[src/design/sfs_pkg.sv]
// ----------------------------------------------------------------------------
// sfs_pkg
// Shared types, constants and codes of the split alignment fragment selector.
// ----------------------------------------------------------------------------
package sfs_pkg;

  localparam int MAX_ALN  = 64;
  localparam int SLOT_W   = $clog2(MAX_ALN);
  localparam int CNT_W    = SLOT_W + 1;
  localparam int POS_BITS = 31;
  localparam int ID_W     = 31;
  localparam int READ_W   = 24;
  localparam int SCORE_W  = 32;
  localparam int ACC_W    = 41;
  localparam int SUM_W    = 39;
  localparam int PROD_W   = SCORE_W + READ_W + 1;

  localparam logic [ACC_W-1:0]    ACC_CAP  = {1'b1, {(ACC_W-1){1'b0}}};
  localparam logic [READ_W-1:0]   READ_MAX = {READ_W{1'b1}};
  localparam logic [POS_BITS-1:0] POS_MAX  = {POS_BITS{1'b1}};

  // CIGAR operation codes
  localparam logic [3:0] OP_M  = 4'd0;
  localparam logic [3:0] OP_I  = 4'd1;
  localparam logic [3:0] OP_D  = 4'd2;
  localparam logic [3:0] OP_N  = 4'd3;
  localparam logic [3:0] OP_S  = 4'd4;
  localparam logic [3:0] OP_H  = 4'd5;
  localparam logic [3:0] OP_P  = 4'd6;
  localparam logic [3:0] OP_EQ = 4'd7;
  localparam logic [3:0] OP_X  = 4'd8;

  // result status codes
  localparam logic [1:0] ST_OK        = 2'd0;
  localparam logic [1:0] ST_MALFORMED = 2'd1;
  localparam logic [1:0] ST_TOO_MANY  = 2'd2;

  // configuration register indexes
  localparam logic CFG_LINK_MODE = 1'b0;
  localparam logic CFG_GAP_RATE  = 1'b1;
  localparam logic [7:0] GAP_RATE_RESET = 8'd77;

  typedef enum logic [2:0] {
    PH_LH, PH_LS, PH_CORE, PH_TS, PH_TH, PH_BAD
  } phase_e;

  typedef struct packed {
    logic [ACC_W-1:0] hl;
    logic [ACC_W-1:0] sl;
    logic [ACC_W-1:0] cr;
    logic [ACC_W-1:0] cf;
    logic [ACC_W-1:0] sr;
    phase_e           phase;
  } walk_t;

  localparam walk_t WALK_CLEAR = '{hl: '0, sl: '0, cr: '0, cf: '0, sr: '0, phase: PH_LH};

  typedef struct packed {
    logic [READ_W-1:0]         rd_from;
    logic [READ_W-1:0]         rd_to;
    logic [READ_W-1:0]         span_len;
    logic                      span_nz;
    logic [POS_BITS-1:0]       rf_from;
    logic [POS_BITS-1:0]       rf_to;
    logic [ID_W-1:0]           ref_id;
    logic signed [SCORE_W-1:0] score;
  } region_t;

  typedef enum logic [4:0] {
    S_IDLE, S_FIN, S_DECIDE, S_ERR, S_SCAN_RD, S_SCAN_MUL, S_SCAN_CMP, S_PICK,
    S_LINK1, S_LINK2, S_CLASH_RD, S_CLASH_REG, S_CLASH_CMP, S_SEL_END,
    S_EM_START, S_EM_RD1, S_EM_RD2, S_EM_OUT, S_DONE
  } state_e;

  typedef enum logic [4:0] {
    CMD_NONE, CMD_FIN, CMD_SEL_INIT, CMD_ERR_OUT, CMD_SCAN_RD, CMD_SCAN_MUL,
    CMD_SCAN_CMP, CMD_PICK, CMD_LINK1, CMD_LINK2, CMD_CLASH_RD, CMD_CLASH_REG,
    CMD_CLASH_CMP, CMD_CLASH_END, CMD_SEL_END, CMD_EM_RD1, CMD_EM_RD2,
    CMD_EM_OUT, CMD_CLEAR
  } cmd_e;

  typedef struct packed {
    logic in_open;
    cmd_e op;
  } ctrl_cmd_t;

  typedef struct packed {
    logic accept;
    logic ends_aln;
    logic last_aln;
    logic err;
    logic link_mode;
    logic scan_end;
    logic found;
    logic clash_end;
    logic n_zero;
    logic em_last;
    logic out_free;
  } dp_stat_t;

endpackage

[src/design/sfs_ctrl.sv]
// ----------------------------------------------------------------------------
// sfs_ctrl
// Controller: sequences loading, selection loops and result emission.
// ----------------------------------------------------------------------------
module sfs_ctrl (
  input  logic                clk_i,
  input  logic                rst_ni,
  input  sfs_pkg::dp_stat_t   stat_i,
  output sfs_pkg::ctrl_cmd_t  cmd_o
);
  import sfs_pkg::*;

  state_e state_q, state_d;

  always_comb begin
    state_d = state_q;
    case (state_q)
      S_IDLE:      if (stat_i.accept && stat_i.ends_aln) state_d = S_FIN;
      S_FIN:       state_d = stat_i.last_aln ? S_DECIDE : S_IDLE;
      S_DECIDE:    state_d = stat_i.err ? S_ERR : S_SCAN_RD;
      S_ERR:       if (stat_i.out_free) state_d = S_DONE;
      S_SCAN_RD: begin
        if (!stat_i.scan_end) state_d = S_SCAN_MUL;
        else state_d = stat_i.found ? S_PICK : S_SEL_END;
      end
      S_SCAN_MUL:  state_d = S_SCAN_CMP;
      S_SCAN_CMP:  state_d = S_SCAN_RD;
      S_PICK:      state_d = stat_i.link_mode ? S_CLASH_RD : S_LINK1;
      S_LINK1:     state_d = S_LINK2;
      S_LINK2:     state_d = S_SCAN_RD;
      S_CLASH_RD:  state_d = stat_i.clash_end ? S_SCAN_RD : S_CLASH_REG;
      S_CLASH_REG: state_d = S_CLASH_CMP;
      S_CLASH_CMP: state_d = S_CLASH_RD;
      S_SEL_END:   state_d = S_EM_START;
      S_EM_START:  state_d = stat_i.n_zero ? S_DONE : S_EM_RD1;
      S_EM_RD1:    state_d = S_EM_RD2;
      S_EM_RD2:    state_d = S_EM_OUT;
      S_EM_OUT:    if (stat_i.out_free) state_d = stat_i.em_last ? S_DONE : S_EM_RD1;
      S_DONE:      state_d = S_IDLE;
      default:     state_d = S_IDLE;
    endcase
  end

  always_comb begin
    cmd_o.in_open = 1'b0;
    cmd_o.op      = CMD_NONE;
    case (state_q)
      S_IDLE:      cmd_o.in_open = 1'b1;
      S_FIN:       cmd_o.op = CMD_FIN;
      S_DECIDE:    cmd_o.op = stat_i.err ? CMD_NONE : CMD_SEL_INIT;
      S_ERR:       cmd_o.op = CMD_ERR_OUT;
      S_SCAN_RD:   cmd_o.op = CMD_SCAN_RD;
      S_SCAN_MUL:  cmd_o.op = CMD_SCAN_MUL;
      S_SCAN_CMP:  cmd_o.op = CMD_SCAN_CMP;
      S_PICK:      cmd_o.op = CMD_PICK;
      S_LINK1:     cmd_o.op = CMD_LINK1;
      S_LINK2:     cmd_o.op = CMD_LINK2;
      S_CLASH_RD:  cmd_o.op = stat_i.clash_end ? CMD_CLASH_END : CMD_CLASH_RD;
      S_CLASH_REG: cmd_o.op = CMD_CLASH_REG;
      S_CLASH_CMP: cmd_o.op = CMD_CLASH_CMP;
      S_SEL_END:   cmd_o.op = CMD_SEL_END;
      S_EM_RD1:    cmd_o.op = CMD_EM_RD1;
      S_EM_RD2:    cmd_o.op = CMD_EM_RD2;
      S_EM_OUT:    cmd_o.op = CMD_EM_OUT;
      S_DONE:      cmd_o.op = CMD_CLEAR;
      default:     cmd_o.op = CMD_NONE;
    endcase
  end

  always_ff @(posedge clk_i or negedge rst_ni) begin
    if (!rst_ni) state_q <= S_IDLE;
    else state_q <= state_d;
  end

endmodule

[config.mk]
export PLATFORM = sky130hd
export DESIGN_NAME = sfs_ctrl
export DESIGN_NICKNAME = d
export VERILOG_FILES = /design/src/design/sfs_pkg.sv /design/src/design/sfs_ctrl.sv
export SDC_FILE = /design/constraint.sdc
export NUM_CORES = 1
export LEC_CHECK = 0
export BUFFER_PORTS_ARGS = -buffer_cell sky130_fd_sc_hd__clkbuf_2
export CORE_MARGIN = 1
export CORE_UTILIZATION = 30
export CTS_BUF_LIST = sky130_fd_sc_hd__clkbuf_2 sky130_fd_sc_hd__clkbuf_4 sky130_fd_sc_hd__clkbuf_8
export CTS_CLUSTER_SIZE = 14
export DETAILED_ROUTE_END_ITERATION = 10
export SLEW_MARGIN = 20
export SYNTH_ARGS = -nofsm -noshare
export SYNTH_HDL_FRONTEND = slang
export SYNTH_SLANG_ARGS = --single-unit
[constraint.sdc]
create_clock -name clk_i -period 3.36 [get_ports clk_i]
set_clock_uncertainty 0.1 [all_clocks]
set_input_delay 0.504 -clock clk_i [delete_from_list [all_inputs] [get_ports clk_i]]
set_output_delay 0.504 -clock clk_i [all_outputs]
set_load 0.1 [all_outputs]
# --- Word-level counts from Yosys, hierarchy flattened ---
# Cells that the tools add are included.
word_totals:
  regBits: 5
  inputBits: 13
  output_inout_bits: 6
classes:
  eq_ne: 21
  mux: 16
  reduce_logical: 4
op_table:
  columns: ["operator", "count"]
  rows:
  - ["5-bit case mux with 17 select lines", 2]
  - ["5-bit by 4-bit == test with 1-bit output (second input constant)", 8]
  - ["5-bit 2-to-1 mux", 5]
  - ["5-bit by 3-bit == test with 1-bit output (second input constant)", 4]
  - ["5-bit == test (second input constant)", 3]
  - ["4-bit 2-to-1 mux", 3]
  - ["5-bit by 2-bit == test with 1-bit output (second input constant)", 2]
  - ["2-bit 2-to-1 mux", 3]
  - ["3-bit 2-to-1 mux", 2]
  - ["2-bit inequality test (second input constant)", 3]
  - ["5-bit by 1-bit == test with 1-bit output (second input constant)", 1]
  - ["5-bit logical NOT", 1]
  - ["3-bit AND reduction", 1]
  - ["2-bit OR reduction", 1]
  - ["1-bit logical AND", 1]
  - ["1-bit 2-to-1 mux", 1]

# --- Logic depth before layout (Yosys ltp) ---
# Gate-level depths: netlist (run 1).
logic_depth:
  word_depth: 3
  ltp_mapped: 6

# --- Worst setup path after synthesis (run 1) ---
# Ideal clock, no wire load.
synth_timing:
  path_type: "flip-flop to output port"
  from: "reg state_q[3]"
  to: "out cmd_o[0] in the netlist's numbering"
  arrival_ns: 2.405
  required_time_ns: 2.756
  setup_slack_ns: 0.351
  stages_incl_launch_ff: 5
  path_buffers: 1
  cell_sequence: "dfrtp_1 clkbuf_1 a31oi_1 a2bb2oi_1 o22ai_1"
synth_lines:
  columns: ["element", "line_no", "text"]
  rows:
  - ["start: declaration", "sfs_ctrl.sv:13", "state_e state_q, state_d;"]
  - ["start signal: assignment", "sfs_ctrl.sv:72", "else state_q <= state_d;"]
  - ["end: declaration", "sfs_ctrl.sv:9", "output sfs_pkg::ctrl_cmd_t cmd_o"]

==> impl_metrics.json, run 1 <==
{
  "synth_compound_area_share_pct": 37.89,
  "fin_util_pct": 38.83,
  "synthXorXnorAreaFrac_pct": 1.367,
  "p_per_area_mw_per_mm2": 1153,
  "dieHeight_um": 48.21,
  "routabilityCongestion": 0.8579,
  "clkSinkCount": 5,
  "area_growth_pct": 20.12,
  "p_leak_nw": 0.3164,
  "synth.largest_area_cell": "dfrtp_1",
  "netlist_top_cells_area": "dfrtp_1, nand2_1, a21oi_1",
  "drive_gt1_share_pct": 23.01,
  "drt.antenna.violating_nets": 0,
  "crit_chain": "inv_1, nor3_1, a21oi_1, o21ai_0, a22o_1, clkbuf_2",
  "drc_errors": 0,
  "largest_register": "state_q",
  "min_period_over_period_pct": 83.60,
  "cp.arrival_ns": 2.20,
  "rsz0062_at_grt": "false",
  "synth_top_family_by_area": "compound AO/OA/AOI/OAI gates",
  "startpoint_type": "register",
  "portBuffers": 18,
  "synth.top_cell.area_share_pct": 19.53,
  "path_buf_inv": 2,
  "postRouteWirelength_mm": 1.810,
  "total_power_mw": 0.8876,
  "dpl-instance-area_um2": 729.5,
  "worstSetupEndpointType": "output pin",
  "min_path_type": "input pin to register",
  "fin_tns_setup_ns": 0,
  "grt_overflow": 0,
  "yosys_warnings": 0,
  "syn_avg_cell_area_um2": 6.604,
  "core_area_mm2": 0.001982,
  "synth_nets": 110,
  "fp-row-count": 16,
  "layout.nets": 127,
  "reg_top3": "state_q: 5 flops",
  "whs_ns": 0.3859,
  "cpPeakStageDelay_ns": 0.66,
  "worstPathMaxFanout": 16,
  "grt_pass1_vias": 687,
  "stdcell_area_um2": 769.5,
  "grt_pass1_wl_mm": 2.953,
  "largest_reg_flops": 5,
  "first_iter_violations": 39,
  "firstDrtPassIters": 4,
  "tritoncts": "built",
  "viasPerCell": 5.736,
  "antenna_found_initial": 0,
  "clock_latency_ns": 0.24,
  "cts_buffers": 3,
  "pin_count": 19,
  "synth_cells": 97,
  "maxCapViolations": 0,
  "clk_path_buf_depth": 2,
  "grt_use_total_pct": 18.52,
  "irDropWorstVdd_mv": 0.4906,
  "crit_type": "register to output pin",
  "syn_area_um2": 640.6,
  "yosys.area_share.adder_pct": 0,
  "yosys.area_share.simple_pct": 33.40,
  "finalSetupViolations": 0,
  "slew_violations": 0,
  "cp_slowest_cell": "dfrtp_1",
  "period_needed_ns": 2.809,
  "die_width_um": 48.21,
  "ys_types": 39,
  "cp.required_ns": 2.76,
  "antenna_cells": 0,
  "worst_pin_slew_ns": 0.5706,
  "yosys_register_bits": 5,
  "root_buffer": "clkbuf_4",
  "wire_per_inst_um": 12.93,
  "status": "complete, no violations",
  "synthMuxAreaShare_pct": 0,
  "fmax_ghz": 0.3560,
  "dp_hpwl_mm": 1.294,
  "start_util_pct": 32.32,
  "cp_top_family": "buffers and inverters",
  "vias": 803,
  "multi_input_area_um2": 465.4,
  "clk_pin_slew_ns": 0.04,
  "finalHoldViolCount": 0,
  "seqCellArea_um2": 125.1,
  "grt_max_degree": 20,
  "ys_seq_area_share_pct": 19.53,
  "r2r_slack_ns": 1.30,
  "die_area_mm2": 0.002324,
  "final.fill_count": 220,
  "h-tree-depth": 1,
  "relSlewSlack_pct": 61.96
}
routing by layer:
| metal | global-route usage (%) | vias to the layer above | wire (um) |
|---|---|---|---|
| li1 | - | 388 | - |
| met1 | 25.06 | 369 | 819 |
| met2 | 27.20 | 44 | 808 |
| met3 | 7.407 | 2 | 169 |
| met4 | 5.000 | 0 | 13 |
| met5 | 0 | - | 0 |
through the flow:
stage | worst slack (ns) | instances
CTS | 0.5675 | 140
finish | 0.5511 | 140
floorplan | 0.3506 | 97
global route | 0.3825 | 140
detailed placement | 0.8463 | 135
global placement | 0.8424 | 135
cells in the mapped netlist, drive strengths merged:
cell type	count
and2	1
nand3	4
o32a	1
buf	3
nor2b	3
nor3b	1
a21oi	9
o221ai	1
nor4	1
a211oi	1
a21o	2
a31oi	3
o311ai	1
nand4	1
or4	2
o21a	1
o22ai	4
a2bb2oi	1
a22oi	1
o21ai	7
nand2	15
a22o	1
a311oi	1
or2	1
nor2	9
a2111oi	1
nand2b	2
clkbuf	4
xor2	1
dfrtp	5
nor3	3
o211ai	1
inv	4
or3	1
cells in the final DEF (no fill, tap or decap), drive strengths merged, types with 2 or more instances in the layout:
master and n:
nor3 3, clkbuf 22, or4 2, a31oi 3, nand2b 2, inv 4
nand3 4, dfrtp 5, a21oi 9, nor2b 3, nand2 15, o22ai 4
nor2 9, a21o 2, o21ai 7
final timing paths:
| kind | cells after the start | startpoint | to |
|---|---|---|---|
| setup / recovery | 6 | state_q[4] | cmd_o[1] |
| hold / removal | 2 | stat_i[0] | state_q[4] |
| setup reg to reg | 5 | state_q[2] | state_q[2] |
| hold reg to reg | 1 | state_q[4] | state_q[1] |
| max in group asynchronous | 2 | rst_ni | state_q[0] |
| min in group asynchronous | 2 | rst_ni | state_q[4] |
cell type report:
class	instances	area share, %
Multi-Input combinational cell	81	60.49
Inverter	4	1.951
Tap cell	27	4.390
Clock buffer	4	3.902
Sequential cell	5	16.26
Timing Repair Buffer	19	13.01
report_power, final:
group          internal, mW  switching [mW]  total [mW]
registers            0.0823          0.0987       0.181
clock network        0.0529          0.0238      0.0767
logic                 0.173           0.457       0.630
total                 0.308           0.579       0.888
cell families after synthesis:
group                     after synthesis
xor gates and xnor gates                1
DFF                                     5
and+or+nand+nor                        44
buffers and inverters                  11
AOI/OAI and AO/OA                      36
worst register-to-register path: cells and delay by family, from the launching register on:
family / cells / cell delay [ns]
AO/OA/AOI/OAI: 3 / 0.86
buffers and inverters: 1 / 0.24
flip-flops: 1 / 0.69
AND/OR/NAND/NOR: 1 / 0.10
what timing repair did:
item	in CTS	in global routing
buffers inserted	0	0
gates resized for setup	0	0
endpoints found under the hold margin	5	0
hold buffers	1	0
(Power assumes the default switching activity.)
==> inputs of run 2 (changes only) <==
--- a/config.mk
+++ b/config.mk
@@ -5,6 +5,7 @@
 export SDC_FILE = /design/constraint.sdc
 export NUM_CORES = 1
 export LEC_CHECK = 0
+export ABC_AREA = 1
 export BUFFER_PORTS_ARGS = -buffer_cell sky130_fd_sc_hd__clkbuf_2
 export CORE_MARGIN = 1
 export CORE_UTILIZATION = 30
==> constraint.sdc (replaced) <==
create_clock -name clk_i -period 2.27 [get_ports clk_i]
set_clock_uncertainty 0.1 [all_clocks]
set_input_delay 0.3405 -clock clk_i [delete_from_list [all_inputs] [get_ports clk_i]]
set_output_delay 0.3405 -clock clk_i [all_outputs]
set_load 0.1 [all_outputs]
==> impl_metrics.json, run 2 <==
{
  "status": "complete, no violations",
  "worst_pin_slew_ns": 0.5359,
  "dp_hpwl_mm": 1.603,
  "netlist_top_cells_area": "dfrtp_1, nand2_1, nand3_1",
  "die_width_um": 49.98,
  "grt_pass1_vias": 783,
  "firstDrtPassIters": 4,
  "min_period_over_period_pct": 96.03,
  "met2WireLength_um": 934,
  "largest_register": "state_q",
  "startpoint": "state_q[4]",
  "hold_path_end": "state_q[0]",
  "h-tree-depth": 1,
  "viasPerCell": 5.000,
  "layout_commonest_cell": "nand2_1",
  "finalSetupViolations": 0,
  "portBuffers": 18,
  "wl_met1_um": 830,
  "worstSetupEndpointType": "output pin",
  "cp.depth": 6,
  "fp-row-count": 17,
  "routabilityCongestion": 0.9474,
  "reg2reg_to": "state_q[2]",
  "r2r_cells": 8,
  "start_util_pct": 31.52,
  "drt.antenna.violating_nets": 0,
  "drive_gt1_share_pct": 31.94,
  "largest_reg_flops": 5,
  "cp_top_family": "simple AND/OR/NAND/NOR gates",
  "area_growth_pct": 32.97,
  "wl_met3_um": 133,
  "core_area_mm2": 0.002191,
  "startpoint_type": "register",
  "crit_type": "register to output pin",
  "ys.flop_type": "dfrtp_1",
  "path_buf_inv": 2,
  "r2r_slack_ns": 0.62,
  "r2r-start": "state_q[4]",
  "antenna_cells": 0,
  "place_ws_ns": 0.3861,
  "postRouteWirelength_mm": 1.898,
  "yosys_register_bits": 5,
  "grt_max_degree": 14,
  "cts_setup_buffers": 0,
  "grt_pass1_wl_mm": 3.277,
  "cp_slowest_cell": "dfrtp_1",
  "root_buffer": "clkbuf_4",
  "wire_per_inst_um": 11.03,
  "relSlewSlack_pct": 64.43,
  "dieHeight_um": 49.98,
  "pin_count": 19,
  "clock_latency_ns": 0.24,
  "crit_chain": "inv_2, nand3_2, nor2_2, nor2_1, nand4_1, buf_12",
  "synth_async_sr_flop_share_pct": 100.0,
  "reg_top3": "state_q: 5 flops",
  "synth_enable_flop_cells": 0,
  "clkSinkCount": 5,
  "slew_violations": 0,
  "cpPeakStageDelay_ns": 0.44,
  "clk_path_buf_depth": 2,
  "synth.largest_area_cell": "dfrtp_1",
  "maxCapViolations": 0,
  "vias": 860,
  "mostFrequentLayoutCells": "nand2_1, nand3_1, nor2_1",
  "synth_nets": 134,
  "drc_errors": 0,
  "fmax_ghz": 0.4587,
  "cp.arrival_ns": 1.74,
  "ys_seq_area_share_pct": 18.12,
  "synth_cells": 121,
  "tritoncts": "built",
  "worstPathMaxFanout": 13,
  "synth.most_common_cell": "nand2_1",
  "antenna_found_initial": 0,
  "synthTopCellsByCount": "nand2_1, nand3_1, nor2_1, inv_1, nand4_1",
  "worst_slack_ns": 0.09002,
  "cp.required_ns": 1.83,
  "topRoutingLayerUsed": "met3",
  "layout.nets": 158,
  "period_needed_ns": 2.180,
  "syn_avg_cell_area_um2": 5.708,
  "min_path_type": "input pin to register",
  "syn_area_um2": 690.7,
  "ys_types": 19,
  "min_from": "stat_i[0]",
  "grt_use_total_pct": 17.16,
  "die_area_mm2": 0.002498,
  "cts_buffers": 3,
  "clk_pin_slew_ns": 0.04,
  "finalHoldViolCount": 0,
  "hold_depth": 4,
  "grt_overflow": 0,
  "first_iter_violations": 49,
  "synth.top_cell.area_share_pct": 18.12,
  "yosys_warnings": 0
}
run 2: what timing repair did:
action	4_1_cts	5_1_grt
endpoints found under the hold margin	5	0
hold buffers	1	0
setup endpoints to repair	0	1
gates resized for setup	0	1
run 2: layer usage:
metal,vias up,GRT usage [%]
met1,379,21.59
met4,0,6.667
met5,-,0
li1,435,-
met2,46,27.56
met3,0,4.321
run 2: worst max path at each step:
stage | end | slack, ns
final | cmd_o[1] | 0.09
after global routing | cmd_o[1] | -0.002
after CTS | cmd_o[1] | 0.14
after detailed placement | cmd_o[1] | 0.39
after global placement | cmd_o[0] | 0.40
after floorplan | cmd_o[1] | 0.05
run 2: stage by stage:
stage	area [um^2]	utilization [%]	hold slack, ns	cells	setup TNS [ns]
after floorplan	693.2	-	-0.05509	121	0
after global placement	873.3	39.86	0.05770	167	0
after detailed placement	873.3	39.86	0.06145	167	0
after CTS	913.4	41.69	0.2799	172	0
after global routing	918.4	41.92	0.3034	172	-0.001879
final	918.4	41.92	0.2854	172	0
run 2: kinds of logic after synthesis:
logic type / count (synthesis) / synth area share [%]
AO/OA/AOI/OAI: 8 / 9.058
buffers and inverters: 21 / 11.78
AND/OR/NAND/NOR: 87 / 61.05
flip-flops: 5 / 18.12
run 2: tightest hold or removal path, stage by stage:
cell      delay, ns
clkbuf_2       0.09
nor2_2         0.05
inv_1          0.04
nand2_1        0.05
run 2: final cells by class:
| class | instances | area [um^2] |
|---|---|---|
| Clock buffer | 4 | 30.03 |
| Fill cell | 234 | 1272 |
| Inverter | 19 | 71.32 |
| Multi-Input combinational cell | 95 | 491.7 |
| Sequential cell | 5 | 125.1 |
| Tap cell | 28 | 35.03 |
| Timing Repair Buffer | 21 | 165.2 |
Power of run 2 is left out: the tool's default activity adds up to more than one toggle a clock period on the data nets, which glitch-free logic cannot reach.
==> inputs of run 3 (changes only) <==
--- a/config.mk
+++ b/config.mk
@@ -12,6 +12,7 @@
 export CTS_BUF_LIST = sky130_fd_sc_hd__clkbuf_2 sky130_fd_sc_hd__clkbuf_4 sky130_fd_sc_hd__clkbuf_8
 export CTS_CLUSTER_SIZE = 14
 export DETAILED_ROUTE_END_ITERATION = 10
+export REMOVE_ABC_BUFFERS = 1
 export SLEW_MARGIN = 20
 export SYNTH_ARGS = -nofsm -noshare
 export SYNTH_HDL_FRONTEND = slang
==> impl_metrics.json, run 3 (synthesized netlist as in run 2, its figures left out) <==
{
  "clock_latency_ns": 0.25,
  "grt_max_degree": 14,
  "drive_gt1_share_pct": 30.07,
  "r2r_slack_ns": 0.68,
  "status": "complete, no violations",
  "reg_top3": "state_q: 5 flops",
  "cts_buffers": 3,
  "core_area_mm2": 0.002191,
  "maxCapViolations": 0,
  "start_util_pct": 31.52,
  "grt_pass1_vias": 816,
  "min_period_over_period_pct": 94.20,
  "routabilityCongestion": 0.9651,
  "clk_pin_slew_ns": 0.05,
  "pin_count": 19,
  "crit_chain": "inv_4, nand3_2, nor2_2, nor2_1, nand4_1, buf_12",
  "cp_slowest_cell": "dfrtp_1",
  "r2r-start": "state_q[4]",
  "die_area_mm2": 0.002498,
  "fin_tns_setup_ns": 0,
  "mostFrequentLayoutCells": "nand2_1, nor2_1, nand3_1",
  "h-tree-depth": 1,
  "startpoint_type": "register",
  "vias": 884,
  "final.fill_count": 230,
  "reg2reg_to": "state_q[1]",
  "finalSetupViolations": 0,
  "worst_pin_slew_ns": 0.5371,
  "antenna_found_initial": 0,
  "grt_pass1_wl_mm": 3.277,
  "clk_path_buf_depth": 2,
  "drt.antenna.violating_nets": 0,
  "dp_hpwl_mm": 1.586,
  "crit_type": "register to output pin",
  "grt_overflow": 0,
  "slew_violations": 0,
  "root_buffer": "clkbuf_4",
  "layout.nets": 157,
  "period_needed_ns": 2.138,
  "r2r_cells": 8,
  "die_width_um": 49.98,
  "tritoncts": "built",
  "crit_end": "cmd_o[1]",
  "stdcell_area_um2": 905.9,
  "grt_use_total_pct": 17.33,
  "dpl-instance-area_um2": 863.3,
  "cp.arrival_ns": 1.70,
  "largest_register": "state_q",
  "worstSetupEndpointType": "output pin",
  "finalHoldViolCount": 0,
  "dp_cells": 166,
  "fin_util_pct": 41.35,
  "firstDrtPassIters": 4,
  "antenna_cells": 0,
  "drc_errors": 0,
  "layout_commonest_cell": "nand2_1",
  "worstPathMaxFanout": 13,
  "viasPerCell": 5.170,
  "finalNonFillerCells": 171,
  "fp-row-count": 17,
  "startpoint": "state_q[4]",
  "cpPeakStageDelay_ns": 0.48,
  "wire_per_inst_um": 11.46,
  "fmax_ghz": 0.4677,
  "cp.required_ns": 1.83,
  "rsz0062_at_grt": "false",
  "clkSinkCount": 5,
  "postRouteWirelength_mm": 1.960,
  "area_growth_pct": 31.16,
  "portBuffers": 18,
  "largest_reg_flops": 5,
  "relSlewSlack_pct": 64.34,
  "first_iter_violations": 41,
  "dieHeight_um": 49.98,
  "min_path_type": "input pin to register"
}
## run 3: worst min path at each step
stage | startpoint | to | cells past startpoint
global route | stat_i[0] | state_q[4] | 4
finish | stat_i[0] | state_q[4] | 4
detailed placement | rst_ni | state_q[3] | 1
global placement | rst_ni | state_q[2] | 1
floorplan | rst_ni | state_q[0] | 0
CTS | stat_i[0] | state_q[1] | 4
## run 3: worst max-delay path, delay by kind of cell (launching register included)
| kind | cells | cell delay, ns |
|---|---|---|
| buffers and inverters | 2 | 0.36 |
| flip-flops | 1 | 0.48 |
| AND/OR/NAND/NOR | 4 | 0.62 |
## run 3: what timing repair did
action / 4_1_cts / 5_1_grt
gates resized for setup: 0 / 1
setup buffers: 0 / 0
hold buffers: 1 / 0
setup endpoints to repair: 0 / 1
endpoints found under the hold margin: 5 / 0
## run 3: cell type report
cell class	count	area, um^2	share of cell area [%]
multi-input cells	95	484.2	53.45
repair buffers	20	157.7	17.40
clock buffers	4	30.03	3.315
inverters	19	73.82	8.149
flip-flops and latches	5	125.1	13.81
well taps	28	35.03	3.867
## run 3: per-layer routing
layer	track usage, %	wire length, um
met1	21.19	821
met2	28.67	958
met3	1.852	157
met4	10.48	23
met5	0	0
## run 3: metrics by stage
step | setup WS (ns) | hold slack, ns
3_3_place_gp | 0.3888 | 0.05643
5_1_grt | 0.007912 | 0.2970
2_1_floorplan | -0.1778 | -0.05509
4_1_cts | 0.1149 | 0.2778
3_5_place_dp | 0.3785 | 0.05811
6_report | 0.1318 | 0.2755
Power of run 3 is left out for the same reason.
